==> src/design/lpd_pkg.sv <==
// Package for the link packet deframer: codes for the result kind, status
// and configuration index, packet framing constants and the byte-wide CRC step.
// No dependencies.
`default_nettype none

package lpd_pkg;

  localparam int unsigned HDR_BYTES     = 3;
  localparam int unsigned TRAILER_BYTES = 4;
  localparam int unsigned POS_W         = 9;

  localparam logic [7:0]  SYNC_RESET = 8'hAA;
  localparam logic [31:0] POLY_RESET = 32'hEDB88320;
  localparam logic [31:0] CRC_INIT   = 32'hFFFFFFFF;

  localparam logic [POS_W-1:0] POS_SYNC   = POS_W'(0);
  localparam logic [POS_W-1:0] POS_LENGTH = POS_W'(1);
  localparam logic [POS_W-1:0] POS_OFFSET = POS_W'(2);
  localparam logic [POS_W-1:0] POS_MAX    = {POS_W{1'b1}};

  // Payload indexes with a fixed meaning.
  localparam logic [POS_W-1:0] IDX_MSG_TYPE   = POS_W'(1);
  localparam logic [POS_W-1:0] IDX_FIRST_DATA = POS_W'(2);

  typedef enum logic {
    KIND_DATA   = 1'b0,
    KIND_STATUS = 1'b1
  } kind_t;

  typedef enum logic [2:0] {
    ST_OK            = 3'd0,
    ST_TOO_SHORT     = 3'd1,
    ST_BAD_HEADER    = 3'd2,
    ST_SIZE_MISMATCH = 3'd3,
    ST_PAYLOAD_SHORT = 3'd4,
    ST_CRC           = 3'd5
  } status_t;

  typedef enum logic {
    CFG_SYNC_BYTE = 1'b0,
    CFG_CRC_POLY  = 1'b1
  } cfg_index_t;

  // One byte of a reflected CRC, LSB first.
  function automatic logic [31:0] crc_byte(input logic [31:0] crc,
                                           input logic [7:0]  b,
                                           input logic [31:0] poly);
    logic [31:0] c;
    c = crc ^ {24'd0, b};
    for (int k = 0; k < 8; k++) begin
      if (c[0]) begin
        c = (c >> 1) ^ poly;
      end else begin
        c = c >> 1;
      end
    end
    return c;
  endfunction

endpackage

`default_nettype wire

==> src/design/link_packet_deframer.sv <==
// Link packet deframer top level: input stage, byte decoder and result register.
// Depends on lpd_pkg.
`default_nettype none

// Usage
// - Input channel (in_valid/in_ready): one received byte per transfer, with
//   in_end_of_packet high on the last byte of the packet.
// - Result channel (out_valid/out_ready): a data result (out_kind = data) for
//   each decoded message byte, and one status result on the end-marked byte.
//   On any nonzero status the consumer drops the data bytes of that packet.
// - Configuration channel (cfg_valid/cfg_ready): sync byte at index 0, CRC
//   polynomial at index 1. Always ready; write only while the block is idle.
// - A result is registered twice after its byte's transfer: first in the input
//   register, then in the result register.
// - Throughput: one byte per cycle unless the result side stalls. The CRC update
//   is one unrolled byte step between the input register and the result register.
// - A stall on the result side holds the result register; the input register
//   still takes one more byte, then in_ready follows out_ready.
// - Reset clears the packet state, both pipeline valids and restores the
//   configuration registers to sync 0xAA and polynomial 0xEDB88320.
module link_packet_deframer (
  input  wire                      clk,
  input  wire                      rst_n,
  input  wire                      in_valid,
  output logic                     in_ready,
  input  wire  [7:0]               in_rx_byte,
  input  wire                      in_end_of_packet,
  output logic                     out_valid,
  input  wire                      out_ready,
  output lpd_pkg::kind_t           out_kind,
  output logic [7:0]               out_data_byte,
  output logic [7:0]               out_data_index,
  output lpd_pkg::status_t         out_status,
  output logic [7:0]               out_msg_type,
  output logic [7:0]               out_data_len,
  output logic [7:0]               out_cmd_id,
  input  wire                      cfg_valid,
  output logic                     cfg_ready,
  input  wire  lpd_pkg::cfg_index_t cfg_index,
  input  wire  [31:0]              cfg_wdata
);
  import lpd_pkg::*;

  // Configuration.
  logic [7:0]  sync_byte_r;
  logic [31:0] crc_poly_r;

  // Input stage.
  logic       s1_valid_r;
  logic [7:0] s1_byte_r;
  logic       s1_eop_r;
  logic       s1_adv;

  // Packet state.
  logic [POS_W-1:0] byte_pos_r, byte_pos_nxt;
  logic [7:0]       decl_len_r, decl_len_nxt;
  logic             chain_live_r, chain_live_nxt;
  logic [POS_W-1:0] next_mark_r, next_mark_nxt;
  logic [31:0]      crc_r, crc_nxt;
  logic [31:0]      rx_crc_r, rx_crc_nxt;
  logic             hdr_good_r, hdr_good_nxt;
  logic [7:0]       msg_type_r, msg_type_nxt;
  logic [7:0]       first_data_r, first_data_nxt;

  // Decode results.
  logic [POS_W-1:0] idx;
  logic [POS_W-1:0] data_idx_full;
  logic [7:0]       dec_byte;
  logic             have_data;
  logic [1:0]       crc_shift;
  logic [POS_W:0]   pkt_size;
  logic [7:0]       dl_calc;
  status_t          st;
  logic             has_result;

  // Result register.
  logic    out_valid_r;
  kind_t   out_kind_r;
  logic [7:0] out_data_byte_r, out_data_index_r;
  status_t out_status_r;
  logic [7:0] out_msg_type_r, out_data_len_r, out_cmd_id_r;

  assign cfg_ready = 1'b1;
  assign s1_adv    = !out_valid_r || out_ready;
  assign in_ready  = !s1_valid_r || s1_adv;

  always_ff @(posedge clk) begin
    if (!rst_n) begin
      sync_byte_r <= SYNC_RESET;
      crc_poly_r  <= POLY_RESET;
    end else if (cfg_valid) begin
      case (cfg_index)
        CFG_SYNC_BYTE: sync_byte_r <= cfg_wdata[7:0];
        CFG_CRC_POLY:  crc_poly_r  <= cfg_wdata;
        default:       crc_poly_r  <= crc_poly_r;
      endcase
    end
  end

  always_ff @(posedge clk) begin
    if (!rst_n) begin
      s1_valid_r <= 1'b0;
    end else if (in_ready) begin
      s1_valid_r <= in_valid;
    end
  end

  always_ff @(posedge clk) begin
    if (in_ready && in_valid) begin
      s1_byte_r <= in_rx_byte;
      s1_eop_r  <= in_end_of_packet;
    end
  end

  always_comb begin
    byte_pos_nxt   = byte_pos_r;
    decl_len_nxt   = decl_len_r;
    chain_live_nxt = chain_live_r;
    next_mark_nxt  = next_mark_r;
    crc_nxt        = crc_r;
    rx_crc_nxt     = rx_crc_r;
    hdr_good_nxt   = hdr_good_r;
    msg_type_nxt   = msg_type_r;
    first_data_nxt = first_data_r;
    idx            = byte_pos_r - POS_W'(HDR_BYTES);
    data_idx_full  = idx - IDX_FIRST_DATA;
    dec_byte       = s1_byte_r;
    have_data      = 1'b0;
    crc_shift      = idx[1:0] - decl_len_r[1:0];

    case (byte_pos_r)
      POS_SYNC:   hdr_good_nxt = (s1_byte_r == sync_byte_r);
      POS_LENGTH: decl_len_nxt = s1_byte_r;
      POS_OFFSET: begin
        chain_live_nxt = (s1_byte_r != 8'd0);
        next_mark_nxt  = {1'b0, s1_byte_r};
      end
      default: begin
        if (idx < {1'b0, decl_len_r}) begin
          // A marked byte carries the distance to the next mark and stands for
          // the sync value.
          if (chain_live_r && idx == next_mark_r) begin
            dec_byte = sync_byte_r;
            if (s1_byte_r == 8'd0) begin
              chain_live_nxt = 1'b0;
            end else begin
              next_mark_nxt = idx + {1'b0, s1_byte_r};
            end
          end
          if (({1'b0, idx} + (POS_W+1)'(TRAILER_BYTES)) < {2'b00, decl_len_r}) begin
            crc_nxt = crc_byte(crc_r, dec_byte, crc_poly_r);
            if (idx == IDX_MSG_TYPE) begin
              msg_type_nxt = dec_byte;
            end
            if (idx >= IDX_FIRST_DATA) begin
              if (idx == IDX_FIRST_DATA) begin
                first_data_nxt = dec_byte;
              end
              have_data = 1'b1;
            end
          end else begin
            // Trailer bytes build the received CRC little-endian.
            rx_crc_nxt = rx_crc_r | ({24'd0, dec_byte} << {crc_shift, 3'b000});
          end
        end
      end
    endcase

    if (byte_pos_r != POS_MAX) begin
      byte_pos_nxt = byte_pos_r + POS_W'(1);
    end

    pkt_size = {1'b0, byte_pos_r} + (POS_W+1)'(1);
    dl_calc  = decl_len_r - 8'(TRAILER_BYTES + 2);
    if (pkt_size < (POS_W+1)'(HDR_BYTES + TRAILER_BYTES)) begin
      st = ST_TOO_SHORT;
    end else if (!hdr_good_nxt) begin
      st = ST_BAD_HEADER;
    end else if (pkt_size != ((POS_W+1)'(HDR_BYTES) + {2'b00, decl_len_nxt})) begin
      st = ST_SIZE_MISMATCH;
    end else if (decl_len_nxt < 8'(TRAILER_BYTES + 2)) begin
      st = ST_PAYLOAD_SHORT;
    end else if (~crc_nxt != rx_crc_nxt) begin
      st = ST_CRC;
    end else begin
      st = ST_OK;
    end
    // In the size checks above, decl_len_nxt equals decl_len_r beyond the header.
    if (decl_len_nxt != decl_len_r) begin
      dl_calc = decl_len_nxt - 8'(TRAILER_BYTES + 2);
    end

    has_result = s1_eop_r || have_data;

    // The end-marked byte closes the packet.
    if (s1_eop_r) begin
      byte_pos_nxt   = '0;
      decl_len_nxt   = '0;
      chain_live_nxt = 1'b0;
      next_mark_nxt  = '0;
      crc_nxt        = CRC_INIT;
      rx_crc_nxt     = '0;
      hdr_good_nxt   = 1'b0;
      msg_type_nxt   = '0;
      first_data_nxt = '0;
    end
  end

  always_ff @(posedge clk) begin
    if (!rst_n) begin
      byte_pos_r   <= '0;
      decl_len_r   <= '0;
      chain_live_r <= 1'b0;
      next_mark_r  <= '0;
      crc_r        <= CRC_INIT;
      rx_crc_r     <= '0;
      hdr_good_r   <= 1'b0;
      msg_type_r   <= '0;
      first_data_r <= '0;
    end else if (s1_valid_r && s1_adv) begin
      byte_pos_r   <= byte_pos_nxt;
      decl_len_r   <= decl_len_nxt;
      chain_live_r <= chain_live_nxt;
      next_mark_r  <= next_mark_nxt;
      crc_r        <= crc_nxt;
      rx_crc_r     <= rx_crc_nxt;
      hdr_good_r   <= hdr_good_nxt;
      msg_type_r   <= msg_type_nxt;
      first_data_r <= first_data_nxt;
    end
  end

  always_ff @(posedge clk) begin
    if (!rst_n) begin
      out_valid_r <= 1'b0;
    end else if (s1_adv) begin
      out_valid_r <= s1_valid_r && has_result;
    end
  end

  // A good packet ends inside its trailer, so the holds are already final when
  // the end-marked byte arrives.
  always_ff @(posedge clk) begin
    if (s1_adv && s1_valid_r && has_result) begin
      if (s1_eop_r) begin
        out_kind_r       <= KIND_STATUS;
        out_data_byte_r  <= '0;
        out_data_index_r <= '0;
        out_status_r     <= st;
        if (st == ST_OK) begin
          out_msg_type_r <= msg_type_r;
          out_data_len_r <= dl_calc;
          out_cmd_id_r   <= (dl_calc != 8'd0) ? first_data_r : 8'd0;
        end else begin
          out_msg_type_r <= '0;
          out_data_len_r <= '0;
          out_cmd_id_r   <= '0;
        end
      end else begin
        out_kind_r       <= KIND_DATA;
        out_data_byte_r  <= dec_byte;
        out_data_index_r <= data_idx_full[7:0];
        out_status_r     <= ST_OK;
        out_msg_type_r   <= '0;
        out_data_len_r   <= '0;
        out_cmd_id_r     <= '0;
      end
    end
  end

  assign out_valid      = out_valid_r;
  assign out_kind       = out_kind_r;
  assign out_data_byte  = out_data_byte_r;
  assign out_data_index = out_data_index_r;
  assign out_status     = out_status_r;
  assign out_msg_type   = out_msg_type_r;
  assign out_data_len   = out_data_len_r;
  assign out_cmd_id     = out_cmd_id_r;

endmodule

`default_nettype wire
==> config.mk <==
export PLATFORM = sky130hd
export DESIGN_NAME = link_packet_deframer
export DESIGN_NICKNAME = d
export VERILOG_FILES = /design/src/design/lpd_pkg.sv /design/src/design/link_packet_deframer.sv
export SDC_FILE = /design/constraint.sdc
export NUM_CORES = 1
export LEC_CHECK = 0
export BUFFER_PORTS_ARGS = -buffer_cell sky130_fd_sc_hd__buf_4
export CAP_MARGIN = 0
export CORE_ASPECT_RATIO = 0.75
export CORE_MARGIN = 2
export CORE_UTILIZATION = 45
export CTS_CLUSTER_SIZE = 40
export DETAILED_ROUTE_END_ITERATION = 10
export PLACE_DENSITY = 0.65
export SLEW_MARGIN = 20
export SYNTH_ARGS = -nofsm -noshare
export SYNTH_HDL_FRONTEND = slang
export SYNTH_SLANG_ARGS = --single-unit
==> constraint.sdc <==
create_clock -name clk -period 9.7 [get_ports clk]
set_input_delay 0.97 -clock clk [delete_from_list [all_inputs] [get_ports clk]]
set_output_delay 0.97 -clock clk [all_outputs]
set_load 0.005 [all_outputs]
==> impl_metrics.env <==
export IMPL_arrival_ns=9.35
export IMPL_die_area_mm2=0.0415
export IMPL_drtPass1Iterations=6
export IMPL_final_common_cell="nand2_1"
export IMPL_startpoint_type="register"
export IMPL_diodes=0
export IMPL_grt_overflow_total=0
export IMPL_ys_seq_area_share_pct=25.6
export IMPL_syn_inst=2292
export IMPL_numCtsBuffers=23
export IMPL_slew_headroom_pct=27.0
export IMPL_fin_worst_skew_ns=0.0391
export IMPL_place_inst=2803
export IMPL_slew_violations=0
export IMPL_clockBufferDepth=3
export IMPL_drive_gt1_share_pct=12.2
export IMPL_post_cts_setup_buffers=0
export IMPL_synth_compound_area_share_pct=22.7
export IMPL_grt_usage_pct=34.3
export IMPL_antenna_found_initial=1
export IMPL_grt_start_max_net_pins=89
export IMPL_cts_resized=0
export IMPL_grt_pass1_vias=16500
export IMPL_synth_edf_count=53
export IMPL_synth_warnings=0
export IMPL_wl_per_cell_um=25.3
export IMPL_crit_chain="or4_4, o31a_1, a2111oi_4, nand4_2, o22ai_2, and2_1, nor3_2, or4_1, nand4_1, nand2_1, o31a_1, buf_4, a2111oi_4, nor4_2, nor2_2, o21ai_0, o31ai_1, a32oi_1, xnor2_1, xnor2_1, and4b_1, o211ai_4, nor4b_1"
export IMPL_critPathRequiredTime_ns=9.94
export IMPL_leakage_nw=7.42
export IMPL_drcViolationCount=0
export IMPL_finalCriticalPeriod_ns=9.11
export IMPL_use_met2_pct=46.7
export IMPL_worstPathMaxFanout=25
export IMPL_p_per_area_mw_per_mm2=158
export IMPL_fin_cells=2844
export IMPL_hold_viol=0
export IMPL_antenna_left=0
export IMPL_syn_to_final_growth_pct=11.0
export IMPL_core_area_mm2=0.0394
export IMPL_fillers=3814
export IMPL_drt_iter0_drc=2425
export IMPL_via_per_inst=6.31
export IMPL_period_share_pct=93.9
export IMPL_routabilityCongestion=1.02
export IMPL_finalSetupViolCount=0
export IMPL_worstSetupEndpointType="register"
export IMPL_clk_latency_ns=0.56
export IMPL_wl_um=71900
export IMPL_tightestPinTransition_ns=1.09
export IMPL_synth_xor_area_share_pct=16.3
export IMPL_synthesis_nets=2377
export IMPL_nets=2393
export IMPL_cts_root_buf="clkbuf_16"
export IMPL_ys_flop_type="dfxtp_1"
export IMPL_cts_max_level=1
export IMPL_hold_buffers=0
export IMPL_tns_ns=0
export IMPL_vias=17900
export IMPL_cts_tree="built"
export IMPL_placementRows=63
export IMPL_portBuffers=92
export IMPL_ir_drop_mv=0.109
export IMPL_synth_top_area_share_pct=16.8
export IMPL_synth_cell_type_count=114
export IMPL_dp_hpwl_um=54800
export IMPL_rsz0062_at_grt="false"
export IMPL_ys_async_sr_fraction_pct=0
export IMPL_clock_sinks=203
export IMPL_synth_seq_cells=203
export IMPL_grt_pass1_wl_um=107000
export IMPL_hold_path_class="register to register"
export IMPL_synthSimpleGateAreaFrac_pct=24.1
export IMPL_muxShareOfSynthArea_pct=3.13
export IMPL_status="completed"
export IMPL_maxCapViolCount=0
export IMPL_synth_top_family_by_area="simple AND/OR/NAND/NOR gates"
export IMPL_netlist_area_mm2=0.0179
export IMPL_start_util_pct=45.5
export IMPL_crit_path_top_delay_cell="nor2_2"
export IMPL_cts_clk_slew_worst_paths_ns=0.07
export IMPL_synth_adder_area_share_pct=2.74
export IMPL_layout_common_cells="nand2_1 (325), xnor2_1 (227), nor2_1 (181)"
export IMPL_crit_type="register to register"
export IMPL_synthTopCellsByArea="dfxtp_1 (17%), xnor2_1 (11%), edfxtp_1 (8.9%)"
export IMPL_max_freq_mhz=110
export IMPL_busiest_layer="met1"
export IMPL_synth_area_leader_cell="dfxtp_1"
export IMPL_chipWidth_um=234
export IMPL_grt_use_met1_pct=53.6
export IMPL_slowest_delay_ns=0.80
export IMPL_ios=94
export IMPL_die_h_um=177
export IMPL_avgSynthCellArea_um2=7.82
export IMPL_met3_usage_pct=8.33
-- state kept, by name, indices dropped and copies added, names as in the netlist, 3 cells and up --
name,count
decl_len_r,8
byte_pos_r,9
crc_r,32
crc_poly_r,32
out_status,3
out_data_byte,8
out_cmd_id,8
s1_byte_r,8
rx_crc_r,32
out_data_len,8
out_msg_type,8
out_data_index,8
next_mark_r,9
msg_type_r,8
first_data_r,8
sync_byte_r,8
-- routing by layer --
metal / vias to the layer above / share of wire [%]
met5: - / 0.013
met2: 1023 / 40
li1: 8201 / -
met1: 8608 / 46
met4: 2 / 2.1
met3: 115 / 12
-- cell families after synthesis --
| group | count (synthesis) |
|---|---|
| adders and majority gates | 38 |
| AOI/OAI and AO/OA | 580 |
| xor gates and xnor gates | 303 |
| and+or+nand+nor | 878 |
| DFF | 203 |
| buffers and inverters | 235 |
| other | 1 |
| muxes | 54 |
-- final cells by class --
cell class | instances | area, um2 | area share [%]
repair buffers | 159 | 1200 | 6.02
clock buffers | 29 | 639 | 3.21
multi-input cells | 1854 | 12400 | 62.2
inverters | 67 | 251 | 1.26
well taps | 520 | 651 | 3.27
flip-flops and latches | 203 | 4600 | 23.1
clock inverters | 12 | 189 | 0.950
-- stage by stage --
stage          instance area (um2)  hold WS [ns]  worst slack, ns  total power [W]  util, %
3_5_place_dp                 19100         0.459            0.776          0.00212     48.4
3_3_place_gp                 19100         0.449            0.873          0.00212     48.4
6_report                     19900         0.477            0.588          0.00313     50.5
5_1_grt                      19900         0.489            0.147          0.00325     50.5
2_1_floorplan                17900         0.424             2.47          0.00176        -
4_1_cts                      19900         0.471            0.771          0.00311     50.5
-- worst paths after layout --
path | end | start | slack [ns] | cells past startpoint
worst max-delay path | out_cmd_id[1] | byte_pos_r[2] | 0.59 | 23
worst min-delay path | rx_crc_r[12] | rx_crc_r[12] | 0.48 | 2
worst max register to register | out_cmd_id[1] | byte_pos_r[2] | 0.59 | 23
worst min register to register | rx_crc_r[12] | rx_crc_r[12] | 0.48 | 2
-- where the power goes --
group / internal [W] / total [W] / switching [W]
clock network: 0.000600 / 0.000986 / 0.000386
registers: 0.000888 / 0.000934 / 0.0000460
logic: 0.000454 / 0.00121 / 0.000760
-- worst max-delay path: cells and delay by family, from the launching register on --
kind | cells | cell delay, ns
compound gates | 9 | 3.54
buf+inv | 1 | 0.21
flops | 1 | 0.46
xor+xnor | 2 | 0.76
simple gates | 11 | 3.80
-- cells in the mapped netlist, drive strengths merged (12+ instances only) --
cell type,n
nand2,326
xnor2,229
nor2,186
dfxtp,150
a21oi,130
clkbuf,124
o21ai,111
nor3,76
inv,65
nand3,58
nor2b,58
xor2,56
edfxtp,53
buf,44
mux2i,38
ha,36
o22ai,33
and2,31
a31oi,30
a211oi,29
a21o,29
o211ai,28
a21boi,27
nor4,23
a22oi,21
nand4,21
and3,20
a2111oi,19
a32oi,16
mux2,16
xnor3,15
nand2b,14
o31ai,12
(Power assumes the default switching activity.)
